`config.mk`:
```
export PLATFORM = sky130hd
export DESIGN_NAME = trcb_front
export DESIGN_NICKNAME = d
export VERILOG_FILES = /design/src/design/trcb_pkg.sv /design/src/design/trcb_queue.sv /design/src/design/trcb_front.sv
export SDC_FILE = /design/constraint.sdc
export NUM_CORES = 1
export LEC_CHECK = 0
export BUFFER_PORTS_ARGS = -buffer_cell sky130_fd_sc_hd__buf_2
export CAP_MARGIN = 20
export CORE_AREA = 2 2 98 100
export CTS_CLUSTER_DIAMETER = 200
export DETAILED_ROUTE_END_ITERATION = 8
export DIE_AREA = 0 0 100 102
export PLACE_DENSITY = 0.54
export SYNTH_ARGS = -nofsm -noshare
export SYNTH_HDL_FRONTEND = slang
export SYNTH_SLANG_ARGS = --single-unit
```
`constraint.sdc`:
```
create_clock -name clk -period 2.75 [get_ports clk]
set_input_delay 0.55 -clock clk [delete_from_list [all_inputs] [get_ports clk]]
set_output_delay 0.55 -clock clk [all_outputs]
set_load 0.005 [all_outputs]
```
`src/design/trcb_pkg.sv`:
```
`default_nettype none
// ----------------------------------------------------------------------------
// trcb_pkg
// Shared command codes, register indexes, capture modes and the decoded
// command flags passed from the front end to the back end.
// ----------------------------------------------------------------------------
package trcb_pkg;

  // Command codes carried on in_mode
  typedef enum logic [2:0] {
    CMD_SAMPLE  = 3'd0,
    CMD_TRIG    = 3'd1,
    CMD_START   = 3'd2,
    CMD_STOP    = 3'd3,
    CMD_CLEAR   = 3'd4,
    CMD_READ    = 3'd5,
    CMD_STATS   = 3'd6
  } cmd_e;

  // Configuration register indexes
  localparam logic [1:0] REG_CAPTURE_MODE = 2'd0;
  localparam logic [1:0] REG_THRESHOLD    = 2'd1;
  localparam logic [1:0] REG_BUFFER_SIZE  = 2'd2;

  // Capture modes
  localparam logic [1:0] MODE_CONTINUOUS = 2'd0;
  localparam logic [1:0] MODE_TRIGGERED  = 2'd1;
  localparam logic [1:0] MODE_ONESHOT    = 2'd2;

  // Fixed field widths
  localparam int unsigned CFG_DATA_W  = 16;
  localparam int unsigned CFG_INDEX_W = 2;
  localparam int unsigned POS_W       = 10;
  localparam int unsigned COUNT_W     = 11;
  localparam int unsigned STAT_W      = 32;
  localparam int unsigned THRESH_W    = 16;
  localparam int unsigned SIZE_FIELD_W = 11;

  // Decoded request, one flag per command; all clear for an unused code
  typedef struct packed {
    logic is_sample;
    logic is_trig;
    logic is_start;
    logic is_stop;
    logic is_clear;
    logic is_read;
    logic is_stats;
  } cmd_flags_t;

  localparam int unsigned FLAGS_W = $bits(cmd_flags_t);

endpackage : trcb_pkg
`default_nettype wire

```
`src/design/trcb_queue.sv`:
```
`default_nettype none
// ----------------------------------------------------------------------------
// trcb_queue
// Two-entry request queue between the front end and the back end. Push and
// pop may happen in the same cycle, so one request per cycle flows while pops continue.
// ----------------------------------------------------------------------------
module trcb_queue #(
  parameter int unsigned WIDTH = 33
) (
  input  wire logic             clk,
  input  wire logic             rst_n,
  input  wire logic             push,
  input  wire logic [WIDTH-1:0] push_data,
  output logic                  full,
  input  wire logic             pop,
  output logic                  not_empty,
  output logic [WIDTH-1:0]      head_data
);

  logic [WIDTH-1:0] slot_r [2];
  logic             wr_ptr_r;
  logic             rd_ptr_r;
  logic [1:0]       count_r;
  logic [1:0]       count_nxt;

  assign full      = (count_r == 2'd2);
  assign not_empty = (count_r != 2'd0);
  assign head_data = slot_r[rd_ptr_r];

  // Track occupancy
  always_comb begin
    count_nxt = count_r;
    if (push && !pop) begin
      count_nxt = count_r + 2'd1;
    end else if (pop && !push) begin
      count_nxt = count_r - 2'd1;
    end
  end

  // Advance pointers and hold counts
  always_ff @(posedge clk) begin
    if (!rst_n) begin
      wr_ptr_r <= 1'b0;
      rd_ptr_r <= 1'b0;
      count_r  <= 2'd0;
    end else begin
      count_r <= count_nxt;
      if (push) begin
        wr_ptr_r <= ~wr_ptr_r;
      end
      if (pop) begin
        rd_ptr_r <= ~rd_ptr_r;
      end
    end
  end

  // Store request payload
  always_ff @(posedge clk) begin
    if (push) begin
      slot_r[wr_ptr_r] <= push_data;
    end
  end

`ifndef SYNTHESIS
  a_no_overfill: assert property (@(posedge clk) disable iff (!rst_n)
    count_r == 2'd2 |=> count_r != 2'd0)
    else $error("queue drained from full in one cycle");
  a_pop_nonempty: assert property (@(posedge clk) disable iff (!rst_n)
    pop |-> count_r != 2'd0)
    else $error("pop from empty request queue");
  a_push_room: assert property (@(posedge clk) disable iff (!rst_n)
    push |-> count_r != 2'd2)
    else $error("push into full request queue");
`endif

endmodule : trcb_queue
`default_nettype wire

```
`src/design/trcb_front.sv`:
```
`default_nettype none
// ----------------------------------------------------------------------------
// trcb_front
// Accept requests, decode the command code into flags and queue them for
// the back end.
// ----------------------------------------------------------------------------
module trcb_front #(
  parameter int unsigned SAMPLE_WIDTH = 16
) (
  input  wire logic                              clk,
  input  wire logic                              rst_n,
  input  wire logic                              in_valid,
  output logic                                   in_stall,
  input  wire logic [2:0]                        in_mode,
  input  wire logic signed [SAMPLE_WIDTH-1:0]    in_sample_value,
  input  wire logic [trcb_pkg::POS_W-1:0]        in_read_position,
  input  wire logic                              q_pop,
  output logic                                   q_valid,
  output trcb_pkg::cmd_flags_t                   q_flags,
  output logic signed [SAMPLE_WIDTH-1:0]         q_sample,
  output logic [trcb_pkg::POS_W-1:0]             q_pos
);
  import trcb_pkg::*;

  localparam int unsigned ITEM_W = FLAGS_W + SAMPLE_WIDTH + POS_W;

  cmd_flags_t          dec_flags;
  logic                push;
  logic                full;
  logic [ITEM_W-1:0]   push_data;
  logic [ITEM_W-1:0]   head_data;

  // Decode the command code; an unused code gets no flags
  always_comb begin
    dec_flags = '0;
    unique case (cmd_e'(in_mode))
      CMD_SAMPLE: dec_flags.is_sample = 1'b1;
      CMD_TRIG:   dec_flags.is_trig   = 1'b1;
      CMD_START:  dec_flags.is_start  = 1'b1;
      CMD_STOP:   dec_flags.is_stop   = 1'b1;
      CMD_CLEAR:  dec_flags.is_clear  = 1'b1;
      CMD_READ:   dec_flags.is_read   = 1'b1;
      CMD_STATS:  dec_flags.is_stats  = 1'b1;
      default:    dec_flags = '0;
    endcase
  end

  assign in_stall  = full;
  assign push      = in_valid && !full;
  assign push_data = {dec_flags, in_sample_value, in_read_position};

  trcb_queue #(
    .WIDTH (ITEM_W)
  ) u_queue (
    .clk       (clk),
    .rst_n     (rst_n),
    .push      (push),
    .push_data (push_data),
    .full      (full),
    .pop       (q_pop),
    .not_empty (q_valid),
    .head_data (head_data)
  );

  // Unpack the queue head
  assign q_flags  = cmd_flags_t'(head_data[ITEM_W-1 -: FLAGS_W]);
  assign q_sample = head_data[POS_W +: SAMPLE_WIDTH];
  assign q_pos    = head_data[POS_W-1:0];

endmodule : trcb_front
`default_nettype wire

```
Word level (Yosys, flattened, before mapping)
Memories as Yosys holds them, arrays and structs flattened. A register that Yosys moved wholly into a read port is not among the register bits.
Index checks and enable logic that the tools add are counted.
- add/subtract/negate cells: 2
- equality and inequality tests: 7
- mux-type cells: 13
- bitwise operators: 2
- reductions and logical operators: 9
- operators by type and width (operator ; count):
    $mux 1 ; 11
    $eq 3x3->1 const B ; 3
    $eq 3x2->1 const B ; 2
    $mux 2 ; 2
    $reduce_bool 2->1 ; 2
    $eq 3x1->1 const B ; 1
    $logic_and 1x1->1 ; 3
    $logic_not 1->1 ; 3
    $logic_not 3->1 ; 1
    $add 2x1->2 const B ; 1
    $eq 2x2->1 const B ; 1
    $not 1->1 ; 2
    $sub 2x1->2 const B ; 1
- bits in registers: 4
- memory bits (writable): 66
- bits of input ports: 33
- output and inout bits: 35
- logic and storage cells: 37
- memories: 1
- memories (name ; depth ; width ; read ports ; clocked after memory_dff ; write ports ; RTL line ; source):
    u_queue.slot_r ; 2 ; 33 ; 1 ; 1 ; 1 ; trcb_queue.sv:20 ; logic [WIDTH-1:0] slot_r [2];

Longest topological paths before layout
- depth after elaboration: 7
- depth in mapped cells: 7
- gate-level depth less buffers: 7

Cells and area by module
Synthesis repeated with hierarchy kept, for this count alone.
- cells, all modules: 133
- area, all modules: 2666.3 um^2
- by module, submodules not included (module ; times used ; cells each ; area each (um^2)):
    trcb_queue ; 1 ; 125 ; 2602.5
    trcb_front ; 1 ; 8 ; 63.8

Worst setup path before layout
Ideal clock, no wire load.
- path type: input to register
- start: input port in_valid
- end: memory u_queue.slot_r[0][0] (enable)
- setup time: 419 ps
- arrival time: 1963 ps
- data required time: 2331 ps
- setup slack: 368 ps
- cell stages on the path: 2
- path buffers: 0
- cell sequence: inv_1 -> nor3_2
- word-level cells in the longest chain between the ends: 3
- RTL lines (what ; RTL line ; source):
    start: declaration ; trcb_front.sv:12 ; input wire logic in_valid,
    $logic_and 1x1->1 ; trcb_front.sv:49 ; assign push = in_valid && !full;
    $mux 1 ; trcb_queue.sv:59 ; if (push) begin
    $mux 1 (not written as such) ; trcb_queue.sv:60 ; slot_r[wr_ptr_r] <= push_data;
    end: declaration ; trcb_queue.sv:20 ;
No other way between the ends.

==> flow_metrics.py <==
metrics = {
    "status": {
        "outcome": "finished, final reports clean",
    },
    "cells_and_area": {
        "regArea_um2": 2080,
        "fin_area_um2": 3350,
        "multi_input_area_um2": 559,
        "final_nets": 246,
        "n_antenna_cell": 0,
        "fill_cells": 877,
        "final_cell_count_no_fill": 327,
        "drive_above_1_share_pct": 56.0,
        "fin_util_pct": 36.8,
        "areaGrowthSynthToFinish_pct": 25.3,
    },
    "drt": {
        "drtIter0Drc": 43,
        "via_per_inst": 4.41,
        "ant_nets": 0,
        "drc": 0,
        "drt-wirelength-per-cell_um": 14.8,
        "vias": 1442,
        "wirelength_mm": 4.82,
        "drt_first_pass_iters": 4,
    },
    "cts": {
        "path_clk_slew_ns": 0.08,
        "clock_latency_ns": 0.34,
        "numCtsBuffers": 9,
        "clk_path_buf_depth": 2,
        "post-cts-setup-buffers": 0,
        "cts_tree": "done",
        "clock_sinks": 71,
        "cts_hold_buffers": 0,
        "cts_resized": 0,
        "htreeDepth": 3,
        "cts-root-buf": "clkbuf_8",
    },
    "global_routing": {
        "grt_first_pass_wirelength_mm": 7.25,
        "antenna_found_initial": 0,
        "grt_overflow": 0,
        "grt_max_degree": 34,
        "first_global_vias": 1506,
        "grt_use_total_pct": 9.91,
    },
    "sta": {
        "rsz0062_at_grt": "false",
        "tightestPinTransition_ns": 0.495,
        "slew_viol_final": 0,
        "fmax_mhz": 457,
        "timing.final.ws_setup_ns": 0.564,
        "setup_violations": 0,
        "fin_worst_skew_ns": 0.00564,
        "slew_headroom_pct": 67.0,
        "period_needed_ns": 2.19,
        "post-route-period-util_pct": 79.5,
        "finalSetupTns_ns": 0,
        "hold_viol": 0,
    },
    "critical_path": {
        "arrival_ns": 1.64,
        "r2r_slack_ns": 1.19,
        "r2r-end": "u_queue.slot_r[0][1]",
        "timing.rr.start": "u_queue.count_r[0]",
        "ff2ff_path_depth": 4,
        "cp_data_required_time_ns": 2.20,
        "cp_max_fo": 20,
        "crit_type": "register to primary output",
        "worstSetupEndpointType": "primary output",
        "crit_end": "q_flags[6]",
        "cp-start-kind": "register",
    },
    "pwr": {
        "power_density_nw_per_um2": 740,
        "power.leakage_nw": 1.27,
        "max-vdd-ir-drop_uv": 328,
    },
    "logic_synthesis": {
        "synth_cells": 135,
        "synth_top_cells_by_count": "edfxtp_1 (66), mux2_2 (30), dfxtp_1 (5)",
        "ys_ff_latch": 71,
        "synth-seq-area-share_pct": 77.9,
        "postSynthAreaPerCell_um2": 19.8,
        "synth_cell_types": 25,
        "yosysTopAreaCell": "edfxtp_1",
        "synth_most_common_cell": "edfxtp_1",
        "synth_top_area_share_pct": 74.2,
        "synth_edf_count": 66,
        "synth_ff_type": "edfxtp_1",
        "synth_warnings": 0,
        "synthTopCellsByArea": "edfxtp_1 (74%), mux2_2 (13%), dfxtp_1 (3.7%), mux2_1 (1.3%), and3b_1 (0.98%)",
        "syn_nets": 169,
        "synth_async_sr_flop_share_pct": 0,
        "syn_area_um2": 2670,
    },
    "floorplan": {
        "die_h_um": 102,
        "dieArea_um2": 10200,
        "initial_core_util_pct": 29.3,
        "num_rows": 35,
        "core_um2": 9110,
        "io_pins": 68,
        "die_x_um": 100,
    },
    "place": {
        "pre_cts_ws_ns": 0.880,
        "hpwlAfterDp_mm": 3.06,
        "post_dp_cell_area_um2": 3160,
        "globalplace.congestion": 0.672,
        "port_buffers": 67,
        "dpl.cell_count": 312,
    },
    "min_path": {
        "whs_path_depth": 1,
        "hold_class": "input port to register",
    },
    "flow_run": {
        "drv_cap": 0,
    },
}
==> how the worst min path moves through the flow <==
stage	start	to	slack, ns
after floorplan	u_queue.count_r[1]	u_queue.count_r[1]	0.48
after global placement	u_queue.count_r[1]	u_queue.count_r[1]	0.50
after detailed placement	u_queue.count_r[1]	u_queue.count_r[1]	0.50
after CTS	in_sample_value[10]	u_queue.slot_r[0][20]	0.37
after global routing	in_read_position[4]	u_queue.slot_r[1][4]	0.36
final	in_sample_value[10]	u_queue.slot_r[0][20]	0.39
==> power by group <==
part           switching (W)  total (W)  internal (W)
Clock               0.000376   0.000787      0.000412
Sequential         0.0000372    0.00134       0.00131
Combinational       0.000169   0.000344      0.000175
==> cell usage in the layout (no fill, tap or decap), drive strengths merged, types with 2 or more instances in the layout <==
cell type | netlist | layout
nor3 | 2 | 2
a21boi | 2 | 2
clkinv | 0 | 3
clkbuf | 0 | 9
xor2 | 2 | 2
mux2 | 33 | 33
nor3b | 3 | 3
buf | 4 | 70
and3b | 3 | 3
inv | 3 | 4
dfxtp | 5 | 5
and2 | 3 | 3
edfxtp | 66 | 66
==> layer usage <==
layer | vias up | GRT usage (%) | part of all wire [%]
met3 | 11 | 4.24 | 5.7
met2 | 37 | 16.4 | 52
met1 | 725 | 10.5 | 40
met5 | - | 0 | 0
li1 | 669 | - | -
met4 | 0 | 6.22 | 2.7
==> final cells by class <==
class	instances	share of cell area [%]
Inverter	3	0.336
Sequential cell	71	62.2
Clock inverter	6	1.83
Clock buffer	9	3.70
Multi-Input combinational cell	57	16.7
Timing Repair Buffer	70	11.1
Tap cell	111	4.15
==> cells by family (layout without fill, tap and decap cells) <==
family | Yosys count | in the layout | synth area share (%)
compound gates | 4 | 4 | 1.03
xor+xnor | 3 | 3 | 0.983
fa+ha+maj | 1 | 1 | 0.468
buf+inv | 7 | 88 | 1.45
flops | 71 | 71 | 77.9
mux | 33 | 33 | 13.9
simple gates | 16 | 16 | 4.26
==> state kept, by name (all words and copies together), names as in the netlist, named ones only <==
name and flops:
u_queue.count_r 2, u_queue.rd_ptr_r 1, u_queue.slot_r 66, u_queue.wr_ptr_r 1
==> stage by stage <==
step           hold WS (ns)  total power [W]
2_1_floorplan         0.477          0.00155
3_3_place_gp          0.500          0.00172
3_5_place_dp          0.501          0.00173
4_1_cts               0.366          0.00254
5_1_grt               0.360          0.00261
6_report              0.393          0.00248
==> worst max-delay path, cell delays in order (launching register included) <==
cell and delay, ns:
dfxtp_2 0.57, buf_12 0.22, mux2_1 0.36, buf_2 0.14
Power figures use the tool's default switching activity.
